**src/sv/salts_ram.sv**
```systemverilog
module salts_ram #(
    parameter int WIDTH = 8,
    parameter int DEPTH = 16
) (
    input  logic                                   clk,
    input  logic                                   we,
    input  logic [(DEPTH > 1 ? $clog2(DEPTH) : 1)-1:0] waddr,
    input  logic [WIDTH-1:0]                       wdata,
    input  logic [(DEPTH > 1 ? $clog2(DEPTH) : 1)-1:0] raddr,
    output logic [WIDTH-1:0]                       rdata
);

    logic [WIDTH-1:0] mem [DEPTH];

    always_ff @(posedge clk)
    begin
        if (we)
        begin
            mem[waddr] <= wdata;
        end
        rdata <= mem[raddr];
    end

endmodule

```
**config.mk**
```make
export PLATFORM = sky130hd
export DESIGN_NAME = salts_ram
export DESIGN_NICKNAME = d
export VERILOG_FILES = /design/src/sv/salts_ram.sv
export SDC_FILE = /design/constraint.sdc
export NUM_CORES = 1
export LEC_CHECK = 0
export BUFFER_PORTS_ARGS = -buffer_cell sky130_fd_sc_hd__buf_2
export CORE_MARGIN = 2
export CORE_UTILIZATION = 55
export CTS_BUF_LIST = sky130_fd_sc_hd__clkbuf_2 sky130_fd_sc_hd__clkbuf_4 sky130_fd_sc_hd__clkbuf_8
export DETAILED_ROUTE_END_ITERATION = 10
export PLACE_DENSITY = 0.77
export SKIP_LAST_GASP = 1
export SYNTH_ARGS = -nofsm -noshare
export SYNTH_HDL_FRONTEND = slang
export SYNTH_SLANG_ARGS = --single-unit
```
**constraint.sdc**
```tcl
create_clock -name clk -period 4.8 [get_ports clk]
set_input_delay 1.44 -clock clk [delete_from_list [all_inputs] [get_ports clk]]
set_output_delay 1.44 -clock clk [all_outputs]
set_load 0.01 [all_outputs]
```
# ---- After elaboration in Yosys (flattened, before gate mapping)
# Memory sizes are Yosys's and may differ from the RTL's. A register that Yosys moved wholly into a read port is not among the register bits.
# Index checks and enable logic that the tools add are counted.
dict set report word_totals {
  out_inout_bits 8
  regBits 0
  word_cells 3
  mem_count 1
  ramBits 128
  inputBits 18
}
dict set report classes {
  mux 2
}
# memory depth width read_ports rd_clocked_by_memory_dff wr line
set mem_list {}
lappend mem_list {mem 16 8 1 1 1 13} ;# logic [WIDTH-1:0] mem [DEPTH];
# cell n
set op_table {}
lappend op_table {{$mux W1} 2}

# ---- Depth between registers and ports, before layout
dict set report depth {
  depth_word 2
  depth_mapped 5
  ltp_nobuf 3
}

# ---- Worst setup path after synthesis
# OpenSTA, ideal clock, no wires.
dict set report synth_path {
  path_kind {input to register}
  startpoint {in waddr[2] in the netlist's numbering}
  endpoint {mem mem[0][0], enable pin}
  t_arrival_ps 2550
  path_stages 2
  setup_slack_ps 1867
  cell_sequence {or3b_2 nor3_1}
}
# item line
set synth_rtl {}
lappend synth_rtl {{start: declaration} 7} ;# input logic [(DEPTH > 1 ? $clog2(DEPTH) : 1)-1:0] waddr,
lappend synth_rtl {{end: declaration} 13}
# No word-level cell before the write port.

# ---- Final worst setup path
dict set report layout_path {
  startpoint {in waddr[2] in the netlist's numbering}
  endpoint {mem mem[3][3], enable pin}
}
# No word-level cell before the write port.

==> flow_summary.html <==
<table>
<tr><th>Metric</th><th>Value</th></tr>
<tr><th colspan="2">Route</th></tr>
<tr><td>Post-Route WL</td><td>8840 um</td></tr>
<tr><td>Antenna Violating Nets Remaining</td><td>0</td></tr>
<tr><td>Via-to-Cell Ratio</td><td>6.04</td></tr>
<tr><td>Initial DRC Count</td><td>186</td></tr>
<tr><td>Drc violations</td><td>0</td></tr>
<tr><td>Count of vias placed by the detailed router</td><td>2,369</td></tr>
<tr><td>First-pass iteration count of the detailed router</td><td>4</td></tr>
<tr><td>Wire length per cell</td><td>22.5 um</td></tr>
<tr><th colspan="2">Run</th></tr>
<tr><td>Count of maximum capacitance violations</td><td>0</td></tr>
<tr><th colspan="2">Critical path</th></tr>
<tr><td>Critical Path AT</td><td>2800 ps</td></tr>
<tr><td>Required time of the critical path</td><td>4850 ps</td></tr>
<tr><td>Flop-to-flop setup slack</td><td>3380 ps</td></tr>
<tr><td>Worst Setup Start Kind</td><td>primary input</td></tr>
<tr><td>Worst Path Max Fanout</td><td>8</td></tr>
<tr><td>Element type at the critical path end</td><td>flop</td></tr>
<tr><td>Crit path kind</td><td>primary input to flop</td></tr>
<tr><td>Worst R2R Path Depth</td><td>3</td></tr>
<tr><th colspan="2">STA</th></tr>
<tr><td>Final critical-path share of the clock period</td><td>0.574</td></tr>
<tr><td>Setup Viol. Count Final</td><td>0</td></tr>
<tr><td>Unrepaired setup endpoints after global routing</td><td>false</td></tr>
<tr><td>Max Transition Viols Final</td><td>0</td></tr>
<tr><td>Final hold viol count</td><td>0</td></tr>
<tr><td>Normalized max-slew margin</td><td>0.345</td></tr>
<tr><td>Final Critical Period</td><td>2760 ps</td></tr>
<tr><td>Final WS setup</td><td>2040 ps</td></tr>
<tr><td>Worst hold slack</td><td>678 ps</td></tr>
<tr><td>Skew final</td><td>7.74 ps</td></tr>
<tr><td>Maximum frequency from static timing analysis</td><td>363 MHz</td></tr>
<tr><td>Pin slew with the least headroom to its limit</td><td>979 ps</td></tr>
<tr><td>Setup TNS</td><td>0 ps</td></tr>
<tr><th colspan="2">Status</th></tr>
<tr><td>Status</td><td>finished clean</td></tr>
<tr><th colspan="2">Clocking</th></tr>
<tr><td>Clk_lat worst skew</td><td>420 ps</td></tr>
<tr><td>Number of buffers created by CTS</td><td>17</td></tr>
<tr><td>CTS Buffer Depth</td><td>2</td></tr>
<tr><td>Root buffer cell</td><td>clkbuf_8</td></tr>
<tr><td>Number of cells upsized or downsized after cts</td><td>0</td></tr>
<tr><td>Clock-pin slew of the registers on the worst-case setup and hold paths</td><td>80 ps</td></tr>
<tr><td>Postcts setup bufs</td><td>0</td></tr>
<tr><td>CTS tree</td><td>yes</td></tr>
<tr><td># H-tree levels</td><td>4</td></tr>
<tr><td>Hold buffers post-CTS</td><td>0</td></tr>
<tr><td>Sink count of the clock tree</td><td>136</td></tr>
<tr><th colspan="2">Placement</th></tr>
<tr><td>Worst setup timing slack at the placement stage</td><td>1550 ps</td></tr>
<tr><td>Total cell area at the placement stage</td><td>5360 sq um</td></tr>
<tr><td>Weighted congestion reported at the end of routability-driven placement</td><td>0.719</td></tr>
<tr><td>Total of buffers placed on input and output ports</td><td>25</td></tr>
<tr><td>Estimated wirelength of the detail-placed design</td><td>5440 um</td></tr>
<tr><th colspan="2">Floorplanning</th></tr>
<tr><td>Overall die area</td><td>10,100 sq um</td></tr>
<tr><td>Top-Level Pins</td><td>26</td></tr>
<tr><td>Row Count</td><td>35</td></tr>
<tr><td>Initial core utilization</td><td>0.562</td></tr>
<tr><td>Die width</td><td>101 um</td></tr>
<tr><td>Core ar.</td><td>9150 sq um</td></tr>
<tr><td>DIE HEIGHT</td><td>101 um</td></tr>
<tr><th colspan="2">Worst hold path</th></tr>
<tr><td>Number of cells on the worst hold path</td><td>3</td></tr>
<tr><td>Classification of the worst-slack hold path</td><td>flop to flop</td></tr>
<tr><th colspan="2">Synth</th></tr>
<tr><td>Main synth FF type</td><td>edfxtp_1</td></tr>
<tr><td>Yosys cell types</td><td>19</td></tr>
<tr><td>Synth top cells by count</td><td>edfxtp_1, mux4_2, a22oi_1</td></tr>
<tr><td>Share of the synthesized area in the top cell type</td><td>0.747</td></tr>
<tr><td>Top cell type by total area after synthesis</td><td>edfxtp_1</td></tr>
<tr><td>Number of register bits inferred by synthesis</td><td>136</td></tr>
<tr><td>Post-Synthesis Cell Area</td><td>5150 sq um</td></tr>
<tr><td>Total number of yosys warnings</td><td>0</td></tr>
<tr><td>Largest cells by area after synthesis</td><td>edfxtp_1, mux4_2, mux4_1</td></tr>
<tr><td>Async set-or-reset flop fraction in the synthesized netlist</td><td>0</td></tr>
<tr><td>Most common cell in the synthesized netlist</td><td>edfxtp_1</td></tr>
<tr><td>Register area share after synthesis</td><td>0.778</td></tr>
<tr><td>Syn avg cell area</td><td>22.5 sq um</td></tr>
<tr><td>Post-synth EDFFs</td><td>128</td></tr>
<tr><td>Post-synth net total</td><td>247</td></tr>
<tr><td>Post-Syn Instances</td><td>229</td></tr>
<tr><th colspan="2">Final layout</th></tr>
<tr><td>Area growth from synthesis to layout</td><td>11.1%</td></tr>
<tr><td>Final instance area</td><td>5720 sq um</td></tr>
<tr><td>Combined flip-flop and latch cell area</td><td>4000 sq um</td></tr>
<tr><td>Fraction of final layout cells with drive strength greater than 1</td><td>0.288</td></tr>
<tr><td>Number of nets at the end of the flow</td><td>286</td></tr>
<tr><td>Fill cell total of the finished layout</td><td>605</td></tr>
<tr><td>Area of the multi-input gates</td><td>1060 sq um</td></tr>
<tr><td>Inserted Diodes</td><td>0</td></tr>
<tr><th colspan="2">GRT</th></tr>
<tr><td>Number of antenna violations at the first check in global routing</td><td>0</td></tr>
<tr><td>Remaining global-route overflow</td><td>0</td></tr>
<tr><td>Largest net degree at the start of global routing</td><td>33</td></tr>
<tr><td>Wire length of the first global-routing pass</td><td>13,300 um</td></tr>
<tr><td>Total GRT Usage</td><td>0.193</td></tr>
<tr><td>Number of global-route vias before repair</td><td>2,394</td></tr>
<tr><th colspan="2">Power and ir drop</th></tr>
<tr><td>Power density cells</td><td>397 nW/um^2</td></tr>
<tr><td>Lkg Pwr</td><td>0.00190 uW</td></tr>
<tr><td>IR drop worst, VDD</td><td>0.176 mV</td></tr>
</table>
==> worst paths after layout <==
kind,from,end
worst max-delay path,waddr[2],mem[3][3]
worst min-delay path,mem[14][0],rdata[0]
worst max register to register,mem[1][0],rdata[0]
worst min register to register,mem[14][0],rdata[0]
==> critical path: stages <==
cell	delay, ps
buf_2	110
or3b_2	510
nor2_1	740
==> per-stage QoR <==
stage | cells | total power (uW) | utilization
3_5_place_dp | 360 | 1480 | 0.586
2_1_floorplan | 229 | 1430 | -
6_report | 392 | 2270 | 0.625
3_3_place_gp | 360 | 1470 | 0.586
4_1_cts | 392 | 2290 | 0.625
5_1_grt | 392 | 2340 | 0.625
==> logic make-up after synthesis <==
logic type	after synthesis	synth area share
AND/OR/NAND/NOR	35	0.0318
multiplexers	32	0.150
flip-flops	136	0.778
buffers and inverters	10	0.0168
AO/OA/AOI/OAI	16	0.0233
==> placed cells by master (no fill, tap or decap) <==
cell        synthesis  routed
or3b_2              1       1
nor2b_1             1       1
nand2b_1            2       2
nand3b_1            2       2
nand3_1             1       1
clkinv_2            0       2
mux4_2             18      18
clkinv_4            0       4
buf_4               1       5
nand2_1             9       9
clkbuf_8            0      17
inv_6               0       5
a22oi_1            16      16
clkbuf_4            0       1
nor2_1             13      13
buf_2               3      25
nor3_1              4       4
mux4_1             14      14
clkinvlp_4          0       2
edfxtp_1          128     128
dfxtp_1             8       8
and2b_1             1       1
and2_1              1       1
inv_8               0       1
==> sequential cells by signal, summed over array words and instances, names as in the netlist <==
| name | flops |
|---|---|
| mem | 128 |
| rdata | 8 |
==> layer usage <==
| layer | vias to the layer above | routed length (um) | global-route usage |
|---|---|---|---|
| met1 | 1195 | 3240 | 0.257 |
| met2 | 108 | 4600 | 0.303 |
| met4 | 0 | 180 | 0.0832 |
| met5 | - | 0 | 0 |
| met3 | 16 | 818 | 0.0555 |
| li1 | 1050 | - | - |
==> power by group <==
part	switching, uW	leakage (uW)	internal, uW
sequential	8.16	0.00122	1330
combinational	67.0	0.000496	48.2
clock	445	0.000180	374
total	521	0.00190	1750
==> cell type report <==
cell class                 instances  area share
sequential                       136       0.700
multi-input combinational         83       0.185
clock buffer                      18      0.0422
timing repair buffer              30      0.0284
tap                              111      0.0243
clock inverter                    14      0.0201
No activity file was read; power rests on OpenSTA's default activity.
