--- src/sv/salts_pkg.sv ---
package salts_pkg;

    // widths of the configuration fields and ports
    localparam int SET_CNT_W  = 7;
    localparam int WAY_CNT_W  = 4;
    localparam int CFG_IDX_W  = 4;
    localparam int CFG_DATA_W = 8;
    localparam int OUT_DATA_W = 8;
    localparam int STAMP_W    = 32;

    // configuration register indexes
    localparam logic [CFG_IDX_W-1:0] REG_SET_COUNT = 4'd0;
    localparam logic [CFG_IDX_W-1:0] REG_WAY_COUNT = 4'd1;

    // reset values of the configuration registers
    localparam logic [SET_CNT_W-1:0] SET_COUNT_RST = 7'd16;
    localparam logic [WAY_CNT_W-1:0] WAY_COUNT_RST = 4'd4;

    typedef struct packed {
        logic start;
    } div_ctrl_t;

    typedef struct packed {
        logic busy;
        logic done;
    } div_stat_t;

endpackage

--- src/sv/salts_div_unit.sv ---
module salts_div_unit #(
    parameter int ADDR_BITS = 32,
    parameter int SET_W     = 7
) (
    input  logic                  clk,
    input  logic                  rst_n,
    input  salts_pkg::div_ctrl_t  ctrl,
    input  logic [ADDR_BITS-1:0]  dividend,
    input  logic [SET_W-1:0]      divisor,
    output salts_pkg::div_stat_t  stat,
    output logic [ADDR_BITS-1:0]  quotient,
    output logic [SET_W-1:0]      remainder
);

    import salts_pkg::*;

    localparam int CNT_W = $clog2(ADDR_BITS + 1);

    logic [CNT_W-1:0]     cnt_reg, cnt_next;
    logic                 done_reg, done_next;
    logic [ADDR_BITS-1:0] shift_reg, shift_next;
    logic [SET_W-1:0]     rem_reg, rem_next;
    logic [SET_W-1:0]     dsor_reg, dsor_next;
    logic [SET_W:0]       trial;
    logic [SET_W:0]       diff;
    logic                 ge;

    // one restoring step per cycle: the quotient bit shifts in behind the dividend
    assign trial = {rem_reg, shift_reg[ADDR_BITS-1]};
    assign diff  = trial - {1'b0, dsor_reg};
    assign ge    = trial >= {1'b0, dsor_reg};

    always_comb
    begin
        cnt_next   = cnt_reg;
        done_next  = 1'b0;
        shift_next = shift_reg;
        rem_next   = rem_reg;
        dsor_next  = dsor_reg;
        if (ctrl.start)
        begin
            cnt_next   = CNT_W'(ADDR_BITS);
            shift_next = dividend;
            rem_next   = '0;
            dsor_next  = divisor;
        end
        else if (cnt_reg != '0)
        begin
            cnt_next   = cnt_reg - 1'b1;
            done_next  = (cnt_reg == CNT_W'(1));
            shift_next = {shift_reg[ADDR_BITS-2:0], ge};
            rem_next   = ge ? diff[SET_W-1:0] : trial[SET_W-1:0];
        end
    end

    always_ff @(posedge clk or negedge rst_n)
    begin
        if (!rst_n)
        begin
            cnt_reg  <= '0;
            done_reg <= 1'b0;
        end
        else
        begin
            cnt_reg  <= cnt_next;
            done_reg <= done_next;
        end
    end

    always_ff @(posedge clk)
    begin
        shift_reg <= shift_next;
        rem_reg   <= rem_next;
        dsor_reg  <= dsor_next;
    end

    assign stat.busy = (cnt_reg != '0);
    assign stat.done = done_reg;
    assign quotient  = shift_reg;
    assign remainder = rem_reg;

endmodule

--- config.mk ---
export PLATFORM = sky130hd
export DESIGN_NAME = salts_div_unit
export DESIGN_NICKNAME = d
export VERILOG_FILES = /design/src/sv/salts_pkg.sv /design/src/sv/salts_div_unit.sv
export SDC_FILE = /design/constraint.sdc
export NUM_CORES = 1
export LEC_CHECK = 0
export BUFFER_PORTS_ARGS = -buffer_cell sky130_fd_sc_hd__clkbuf_2
export CAP_MARGIN = 20
export CORE_ASPECT_RATIO = 1.5
export CORE_UTILIZATION = 51
export DETAILED_ROUTE_END_ITERATION = 7
export PLACE_DENSITY = 0.81
export SYNTH_ARGS = -nofsm -noshare
export SYNTH_HDL_FRONTEND = slang
export SYNTH_SLANG_ARGS = --single-unit
--- constraint.sdc ---
create_clock -name clk -period 2.4 [get_ports clk]
set_clock_uncertainty 0.05 [all_clocks]
set_input_delay 0.48 -clock clk [delete_from_list [all_inputs] [get_ports clk]]
set_output_delay 0.48 -clock clk [all_outputs]
set_load 0.01 [all_outputs]
# Word level (Yosys, flattened, before mapping)
# Index checks and enable logic that the tools add are counted.
# W data, S select, Z words.
[classes] addsub=2 eq_ne=1 order_cmp=1 muxes=7 n_reduce_logical=2
[ops] operator="$mux W32" n=2
[ops] operator="$mux W6" n=2
[ops] operator="$ge A8 B7 Y1" n=1
[ops] operator="$mux W7" n=1
[ops] operator="$sub A7 B7 Y7" n=1
[ops] operator="$eq A6 B1 Y1 const B" n=1
[ops] operator="$reduce_bool A6 Y1" n=1
[ops] operator="$sub A6 B1 Y6 const B" n=1
[ops] operator="$mux W1" n=2
[ops] operator="$reduce_bool A2 Y1" n=1
[totals] output_inout_bits=41 ff_bits=53 input_bits=42

# Logic depth before layout (Yosys ltp)
# Gate-level depths: netlist of run 1.
[depth] depth_word=3 ltp_mapped=9 depth_no_buf=8

# Worst setup path after synthesis of run 1
# OpenSTA, ideal clock, no wires.
[synth_path] path_type="in2reg" from="in ctrl" to="reg shift_reg[0], in the netlist quotient[0] (enable)" setup_time_ns=0.394 cell_stages=3 arrival_time_ns=1.836 slack_ns=0.120 cell_sequence="buf_2 clkbuf_1 nand2b_1"
[synth_between] elab_chain_cells=1
[synth_lines] element="start, declared" line_no="salts_div_unit.sv:7" source="input salts_pkg::div_ctrl_t ctrl,"
[synth_lines] element="$reduce_bool A2 Y1 (no source line)"
[synth_lines] element="end signal, assigned" line_no="salts_div_unit.sv:72" source="shift_reg <= shift_next;"
[synth_lines] element="end, declared" line_no="salts_div_unit.sv:21" source="logic [ADDR_BITS-1:0] shift_reg, shift_next;"
# No other way between the ends.
# A chain may end at the register's enable or synchronous reset.

# Worst setup path after layout of run 1
[layout_path] from="reg shift_reg[31], in the netlist quotient[31]" to="reg rem_reg[1], in the netlist remainder[1]"
[layout_between] elab_chain_cells=2
[layout_lines] element="$sub A7 B7 Y7 or $ge A8 B7 Y1 (tied branches)" line_no="salts_div_unit.sv:30, salts_div_unit.sv:31"
[layout_lines] element="$mux W7 *" line_no="salts_div_unit.sv:52" source="rem_next = ge ? diff[SET_W-1:0] : trial[SET_W-1:0];"
[layout_lines] element="end signal, assigned" line_no="salts_div_unit.sv:73" source="rem_reg <= rem_next;"
[layout_lines] element="end, declared" line_no="salts_div_unit.sv:22" source="logic [SET_W-1:0] rem_reg, rem_next;"
# Mark *: on every way between the ends. The rest lies on a longest branch, timed or not.

==> results of run 1 <==
[final cells by class]
class	count	area share [%]
clock buffers	5	2.12
clock inverters	3	1.27
inverters	15	1.81
multi-input cells	122	31.8
flip-flops and latches	53	45.7
well taps	66	2.54
repair buffers	89	14.7
[cells by family (layout without fill, tap and decap cells)]
group	Yosys count	in the layout	synth area share, %
muxes	39	39	16.6
AOI/OAI and AO/OA	22	22	6.26
adders and majority gates	11	11	5.54
and+or+nand+nor	44	44	8.79
DFF	53	53	56.8
xor gates and xnor gates	6	6	2.01
buffers and inverters	24	112	4.01
[how the worst max path moves through the flow]
stage                             from            to  slack (ps)  cells after the start
after floorplan                   ctrl   quotient[0]         120                      3
after global placement    quotient[31]  remainder[0]          70                      8
after detailed placement  quotient[31]  remainder[0]          20                      8
after CTS                 quotient[31]  remainder[0]          20                      8
after global routing      quotient[31]  remainder[1]         -10                      8
final                     quotient[31]  remainder[1]         130                      8
[critical path: stages, from the launching register on]
cell,delay [ps]
edfxtp_1,360
inv_1,60
ha_1,210
fa_1,400
nand2b_1,190
a211oi_2,270
nor3_4,130
or4_1,400
o311ai_0,110
[cells in the final DEF, fill, tap and decap left out, drive strengths merged, types with 2 or more instances in the layout]
master / n
clkbuf: 87
edfxtp: 39
mux2: 33
nor2: 19
inv: 15
ha: 10
dfrtp: 7
dfxtp: 7
nor3: 7
mux2i: 6
buf: 6
a211oi: 6
a21oi: 5
nand2: 5
nand2b: 3
xor2: 3
xnor2: 3
nor4: 2
a31oi: 2
a31o: 2
a311oi: 2
o21ai: 2
[metrics by stage]
step,hold slack (ps),worst slack (ps)
floorplan,134,120
global placement,274,66.2
detailed placement,278,20.7
CTS,284,18.1
global route,279,-13.3
finish,289,131
[per-layer routing]
| layer | vias up | track usage [%] | part of all wire (%) |
|---|---|---|---|
| li1 | 904 | - | - |
| met1 | 889 | 23.0 | 39 |
| met2 | 62 | 33.8 | 53 |
| met3 | 8 | 4.03 | 5.3 |
| met4 | 0 | 7.58 | 2.0 |
| met5 | - | 0 | 0 |
[power by group through the flow]
stage                     Sequential [mW]  Clock (mW)  Combinational, mW
after detailed placement             1.42           0               1.30
after floorplan                      1.49           0              0.844
after CTS                            1.41       0.618               1.31
after global routing                 1.44       0.646               1.46
after global placement               1.42           0               1.26
final                                1.40       0.608               1.32
[timing repair]
item                                   CTS  global route
hold buffers                             1             0
endpoints found under the hold margin    7             0
resized for setup                        0             3
setup endpoints to repair                0             6
==> flow_metrics.env, run 1 <==
export IMPL_hp_start="divisor[4]"
export IMPL_drt_iter0_drc=52
export IMPL_synth_most_common_cell="edfxtp_1"
export IMPL_yosys_warnings=0
export IMPL_clock_root_buffer="clkbuf_8"
export IMPL_holdPathStages=1
export IMPL_largest_reg_flops=32
export IMPL_place_congestion=0.815
export IMPL_dpl_instance_area_sq_mm=0.00312
export IMPL_rsz0062_at_grt="yes"
export IMPL_power_density_mw_per_mm2=1030
export IMPL_multi_input_area_sq_mm=0.00103
export IMPL_port_buffers=82
export IMPL_cts_setup_buffers=0
export IMPL_status="completed"
export IMPL_place_inst=344
export IMPL_criticalPathCategory="flop to flop"
export IMPL_yosysTopAreaCellShare_pct=44.7
export IMPL_layout_nets=339
export IMPL_min_path_type="input port to flop"
export IMPL_synth_area_leaders="edfxtp_1 45%, mux2_2 14%, dfrtp_1 6.7%, dfxtp_1 5.4%, ha_1 4.8%"
export IMPL_switching_share_pct=34.6
export IMPL_ys_seq_elements=53
export IMPL_die_h_microns=89.8
export IMPL_setup_viol=0
export IMPL_final_antenna_net_count=0
export IMPL_utilization_pct=66.5
export IMPL_grt_max_degree=39
export IMPL_synth_cells=199
export IMPL_fill_cells=390
export IMPL_synthTopCellsByCount="39 x edfxtp_1, 32 x mux2_2, 19 x nor2_1, 14 x inv_1, 10 x ha_1"
export IMPL_power_total_mw=3.33
export IMPL_min_period_ps=2270
export IMPL_finalCritPeriodShare_pct=94.5
export IMPL_ff_latch_area_sq_mm=0.00149
export IMPL_clkPwrFrac_pct=18.2
export IMPL_worstPathMaxFanout=11
export IMPL_vias=1863
export IMPL_ys_types=42
export IMPL_rows=31
export IMPL_worst_r2r_endpoint="remainder[1]"
export IMPL_dieWidth_microns=60.5
export IMPL_yosysSeqAreaShare_pct=56.8
export IMPL_die_area_sq_mm=0.00543
export IMPL_syn_nets=252
export IMPL_avgSynthCellArea_sq_um=13.2
export IMPL_syn_area_sq_mm=0.00262
export IMPL_routed_wl_mm=5.02
export IMPL_grt_pass1_wl_mm=8.09
export IMPL_antenna_found_initial=0
export IMPL_ys_async_sr_fraction_pct=13.2
export IMPL_ys_flop_type="edfxtp_1"
export IMPL_combPwrFrac_pct=39.6
export IMPL_hold_path_end="dsor_reg[4]"
export IMPL_p_leak_nw=1.47
export IMPL_grt_use_total_pct=19.6
export IMPL_drc_errors=0
export IMPL_htree_levels=2
export IMPL_fmax_mhz=441
export IMPL_clockBufferDepth=2
export IMPL_r2r_start="quotient[31]"
export IMPL_reg2reg_slack_ps=130
export IMPL_internal_power_mw=2.18
export IMPL_worstSkewPairLatency_ps=310
export IMPL_antennaDiodeCount=0
export IMPL_dr_pass1_iters=6
export IMPL_via_per_inst=5.28
export IMPL_rr_worst_depth=8
export IMPL_cp_end_kind="flop"
export IMPL_cts_sinks=53
export IMPL_finalSetupTns_ps=0
export IMPL_worstSetupStartpointType="flop"
export IMPL_hpwl_mm=3.66
export IMPL_tightest_slew_ps=494
export IMPL_layout_area_overhead_vs_synth_pct=24.1
export IMPL_numCtsBuffers=5
export IMPL_worstPathRequired_ps=2560
export IMPL_io_pins=83
export IMPL_grt_overflow=0
export IMPL_initial_utilization_pct=53.6
export IMPL_hold_violations=0
export IMPL_power_switching_mw=1.15
export IMPL_max_vdd_ir_drop_mv=0.565
export IMPL_seqPwrFrac_pct=42.1
export IMPL_final_max_slew_viol_count=0
export IMPL_instances_no_fill=353
export IMPL_wl_per_cell_microns=14.2
export IMPL_postLayoutCellArea_sq_mm=0.00325
export IMPL_fp_coreArea_sq_mm=0.00489
export IMPL_synth_top_cell_by_area="edfxtp_1"
export IMPL_grt_pass1_vias=1882
export IMPL_synth_edf_count=39
export IMPL_layout_drive_gt1_share_pct=47.4
export IMPL_crit_arrival_ps=2430
export IMPL_drv_cap=0
export IMPL_clk_pin_slew_ps=100
export IMPL_slew_headroom_pct=67.0
export IMPL_cts_tree="yes"
Power figures use the tool's default switching activity.
==> run 2: changes to the inputs <==
- BUFFER_PORTS_ARGS: -buffer_cell sky130_fd_sc_hd__clkbuf_2 -> -buffer_cell sky130_fd_sc_hd__buf_2
==> run 2 against run 1 <==
Net effect: fmax about the same; die area unchanged; sequential power about the same; critical endpoint is now stat[1]; critical path type is now flop to primary output; non-clock buffer count up 3.
==> flow_metrics.env, run 2 (synthesized netlist as in run 1, its figures left out) <==
export IMPL_power_density_mw_per_mm2=1010
export IMPL_numCtsBuffers=5
export IMPL_initial_utilization_pct=53.6
export IMPL_hpwl_mm=3.74
export IMPL_clockBufferDepth=2
export IMPL_slew_headroom_pct=72.6
export IMPL_vias=1913
export IMPL_grt_pass1_wl_mm=8.24
export IMPL_worst_path_max_delay_cell="dfrtp_1"
export IMPL_critical_path_max_stage_delay_ps=420
export IMPL_clock_root_buffer="clkbuf_8"
export IMPL_criticalPathCategory="flop to primary output"
export IMPL_final_common_cell="buf_2"
export IMPL_die_h_microns=89.8
export IMPL_rr_worst_depth=8
export IMPL_rows=31
export IMPL_drc_errors=0
export IMPL_status="completed"
export IMPL_grt_pass1_vias=1899
export IMPL_grt_use_total_pct=20.0
export IMPL_setup_viol=0
export IMPL_hp_start="divisor[3]"
export IMPL_holdPathStages=1
export IMPL_hold_violations=0
export IMPL_final_antenna_net_count=0
export IMPL_grt_max_degree=33
export IMPL_p_leak_nw=1.46
export IMPL_via_per_inst=5.36
export IMPL_finalSetupTns_ps=0
export IMPL_holdWs_ps=291
export IMPL_layout_drive_gt1_share_pct=48.8
export IMPL_dieWidth_microns=60.5
export IMPL_final_cell_mix="82 x buf_2, 39 x edfxtp_1, 32 x mux2_2"
export IMPL_grt_overflow=0
export IMPL_worstSetupStartpointType="flop"
export IMPL_critPathBufInv=3
export IMPL_largest_reg_flops=32
export IMPL_worstSkewPairLatency_ps=310
export IMPL_tightest_slew_ps=411
export IMPL_r2r_start="quotient[31]"
export IMPL_antenna_found_initial=0
export IMPL_fill_cells=393
export IMPL_io_pins=83
export IMPL_htree_levels=2
export IMPL_port_buffers=82
export IMPL_worst_r2r_endpoint="remainder[1]"
export IMPL_cts_sinks=53
export IMPL_min_path_type="input port to flop"
export IMPL_worstPathRequired_ps=1870
export IMPL_die_area_sq_mm=0.00543
export IMPL_finalCritPeriodShare_pct=94.5
export IMPL_final_max_slew_viol_count=0
export IMPL_instances_no_fill=357
export IMPL_antennaDiodeCount=0
export IMPL_max_vdd_ir_drop_mv=0.480
export IMPL_reg2reg_slack_ps=150
export IMPL_fmax_mhz=441
export IMPL_place_inst=345
export IMPL_clk_pin_slew_ps=90
export IMPL_layout_nets=343
export IMPL_routed_wl_mm=5.15
export IMPL_cts_tree="yes"
export IMPL_crit_family="buffers and inverters"
export IMPL_path_cells="inv_1, ha_1, and3b_1, inv_4, buf_2"
export IMPL_wl_per_cell_microns=14.4
export IMPL_drv_cap=0
export IMPL_min_period_ps=2270
export IMPL_place_congestion=0.902
export IMPL_fp_coreArea_sq_mm=0.00489
export IMPL_layout_area_overhead_vs_synth_pct=25.2
export IMPL_drt_iter0_drc=83
export IMPL_crit_arrival_ps=1740
export IMPL_dr_pass1_iters=5
export IMPL_worstPathMaxFanout=18
export IMPL_hold_path_end="dsor_reg[3]"
export IMPL_rsz0062_at_grt="no"
export IMPL_cp_end_kind="primary output"
run 2: cell count changes in the layout (fill, tap and decap cells not counted), moves of 2 or more:
cell	change
buf_4	+3
clkbuf_1	+2
clkbuf_2	-82
buf_2	+82
run 2: cell type report:
cell class / instances / area, sq um / share of cell area, %
clock inverter: 1 / 7.51 / 0.229
tap: 66 / 82.6 / 2.52
timing repair buffer: 92 / 500 / 15.3
clock buffer: 7 / 76.3 / 2.33
sequential: 53 / 1490 / 45.3
inverter: 15 / 58.8 / 1.79
multi-input combinational: 123 / 1070 / 32.5
run 2: power by group:
group	internal [mW]	switching [mW]
Combinational	0.685	0.739
Sequential	1.25	0.150
Clock	0.207	0.287
run 2: worst max-delay path by stage:
stage | start | end | cells after the start
2_1_floorplan | ctrl | quotient[0] | 3
3_3_place_gp | quotient[31] | remainder[0] | 8
3_5_place_dp | quotient[31] | remainder[0] | 8
4_1_cts | quotient[31] | remainder[0] | 8
5_1_grt | quotient[31] | remainder[1] | 8
6_report | cnt_reg[0] | stat[1] | 5
run 2: layer usage:
layer / wire length [microns] / vias up / GRT usage, %
li1: - / 912 / -
met1: 1970 / 933 / 23.1
met2: 2770 / 59 / 34.0
met3: 302 / 9 / 5.04
met4: 98 / 0 / 8.33
met5: 0 / - / 0
run 2: through the flow:
stage          power, mW  utilization (%)  worst slack (ps)  cell area (sq um)
6_report            3.32             67.1               132               3280
5_1_grt             3.53             67.1              28.5               3280
4_1_cts             3.22             65.9              3.15               3220
3_5_place_dp        2.72             64.0              28.2               3130
3_3_place_gp        2.68             64.0              84.4               3130
2_1_floorplan       2.33                -               120               2620
run 2: repair_timing:
action                                  in CTS  in global routing
endpoints found under the setup margin       0                  8
resized for setup                            0                  7
endpoints found under the hold margin        7                  0
buffers inserted                             0                  2
hold buffers                                 1                  0
==> run 3: changes to the inputs <==
- CORE_MARGIN: not set -> 3
==> run 3 against run 2 <==
Net effect: first-iteration DRC count fell by 11%; critical path type is now flop to flop; clock-buffer cell count shrank 1; combinational power shrank 6%; critical path depth is 3 higher; register-to-register slack worse by 20 ps; critical endpoint is now remainder[1]; largest cell class unchanged; clock power increased by 21%; via count shrank 3.9%; final cell count decreased by 1.4%; sequential power about the same; largest power group is now registers; routed wire length is 1.9% higher; power grew 0.19%.
==> flow_metrics.env, run 3 (synthesized netlist as in run 1, its figures left out) <==
export IMPL_p_leak_nw=1.45
export IMPL_worstPathRequired_ps=2550
export IMPL_worstSetupStartpointType="flop"
export IMPL_initial_utilization_pct=53.6
export IMPL_rows=31
export IMPL_slew_headroom_pct=65.7
export IMPL_tightest_slew_ps=513
export IMPL_numCtsBuffers=5
export IMPL_cts_setup_buffers=0
export IMPL_grt_max_degree=41
export IMPL_place_congestion=0.870
export IMPL_routed_wl_mm=5.25
export IMPL_final_antenna_net_count=0
export IMPL_status="completed"
export IMPL_drt_iter0_drc=74
export IMPL_final_common_cell="buf_2"
export IMPL_htree_levels=2
export IMPL_min_path_type="input port to flop"
export IMPL_finalSetupTns_ps=0
export IMPL_crit_arrival_ps=2430
export IMPL_place_inst=343
export IMPL_largest_reg_flops=32
export IMPL_dieWidth_microns=64.5
export IMPL_path_cells="inv_1, ha_1, fa_1, nand2b_1, a211oi_2, nor3_4, or4_1, o311ai_0"
export IMPL_min_period_ps=2270
export IMPL_setup_viol=0
export IMPL_criticalPathCategory="flop to flop"
export IMPL_rsz0062_at_grt="no"
export IMPL_grt_overflow=0
export IMPL_clk_pin_slew_ps=100
export IMPL_grt_pass1_wl_mm=9.07
export IMPL_post_place_ws_ps=30.5
export IMPL_dr_pass1_iters=4
export IMPL_hpwl_mm=3.76
export IMPL_max_vdd_ir_drop_mv=0.469
export IMPL_clock_root_buffer="clkbuf_8"
export IMPL_cts_tree="yes"
export IMPL_port_buffers=82
export IMPL_wl_per_cell_microns=14.9
export IMPL_fin_ws_ps=128
export IMPL_instances_no_fill=352
export IMPL_via_per_inst=5.22
export IMPL_fp_coreArea_sq_mm=0.00489
export IMPL_holdPathStages=1
export IMPL_power_density_mw_per_mm2=1030
export IMPL_clockBufferDepth=2
export IMPL_worstPathMaxFanout=11
export IMPL_worstSkewPairLatency_ps=300
export IMPL_fmax_mhz=440
export IMPL_cts_sinks=53
export IMPL_finalCritPeriodShare_pct=94.7
export IMPL_layout_drive_gt1_share_pct=47.2
export IMPL_drc_errors=0
export IMPL_layout_area_overhead_vs_synth_pct=23.7
export IMPL_drv_cap=0
export IMPL_final_cell_mix="82 x buf_2, 39 x edfxtp_1, 32 x mux2_2"
export IMPL_cp_end_kind="flop"
export IMPL_antenna_found_initial=0
export IMPL_io_pins=83
export IMPL_grt_use_total_pct=19.4
export IMPL_vias=1839
export IMPL_hold_violations=0
export IMPL_antennaDiodeCount=0
export IMPL_rr_worst_depth=8
export IMPL_grt_pass1_vias=1967
export IMPL_final_max_slew_viol_count=0
export IMPL_worst_path_max_delay_cell="or4_1"
export IMPL_die_h_microns=93.8
export IMPL_layout_nets=338
export IMPL_die_area_sq_mm=0.00605
export IMPL_critical_path_max_stage_delay_ps=410
-- run 3: cell types whose count changed in the layout (fill, tap and decap cells not counted), sizes merged --
cell      before  now
bufinv         0    1
clkinvlp       1    0
nor3           8    7
clkbuf         7    6
buf           91   87
clkinv         0    1
-- run 3: worst max-delay path, delay by kind of cell, from the launching register on --
kind | cells | cell delay (ps)
fa+ha+maj | 2 | 620
simple gates | 3 | 730
buf+inv | 1 | 60
flops | 1 | 350
compound gates | 2 | 370
-- run 3: area by class of cell --
type	count	area (sq um)
clock buffer	6	72.6
clock inverter	2	35.0
fill	415	1650
inverter	15	58.8
multi-input combinational	122	1030
sequential	53	1490
tap	66	82.6
timing repair buffer	88	470
-- run 3: final timing paths --
kind	end	startpoint	slack (ps)
setup / recovery	remainder[1]	quotient[31]	130
hold / removal	dsor_reg[6]	divisor[6]	300
setup reg to reg	remainder[1]	quotient[31]	130
hold reg to reg	remainder[6]	remainder[6]	470
max in group asynchronous	cnt_reg[2]	rst_n	1670
min in group asynchronous	cnt_reg[3]	rst_n	470
-- run 3: power by group --
group	internal (mW)	switching (mW)	total [mW]
combinational	0.623	0.702	1.33
sequential	1.25	0.150	1.40
clock	0.310	0.288	0.598
total	2.18	1.14	3.32
-- run 3: layer usage --
| metal | GRT usage (%) | part of all wire, % | vias up |
|---|---|---|---|
| met5 | 0 | 0 | - |
| met4 | 6.88 | 1.7 | 0 |
| met1 | 22.2 | 38 | 865 |
| met2 | 34.5 | 53 | 65 |
| met3 | 5.27 | 6.5 | 9 |
| li1 | - | - | 900 |
-- run 3: what timing repair did --
| action | 4_1_cts | 5_1_grt |
|---|---|---|
| hold buffers | 1 | 0 |
| endpoints found under the setup margin | 1 | 1 |
| gates resized for setup | 1 | 2 |
| endpoints found under the hold margin | 7 | 0 |
-- run 3: per-stage QoR --
stage | area [sq um] | util (%) | hold slack [ps] | total power [mW]
floorplan | 2620 | - | 134 | 2.33
global placement | 3110 | 63.7 | 271 | 2.68
detailed placement | 3110 | 63.7 | 273 | 2.71
CTS | 3240 | 66.2 | 288 | 3.34
global route | 3240 | 66.3 | 279 | 3.57
finish | 3240 | 66.3 | 297 | 3.32
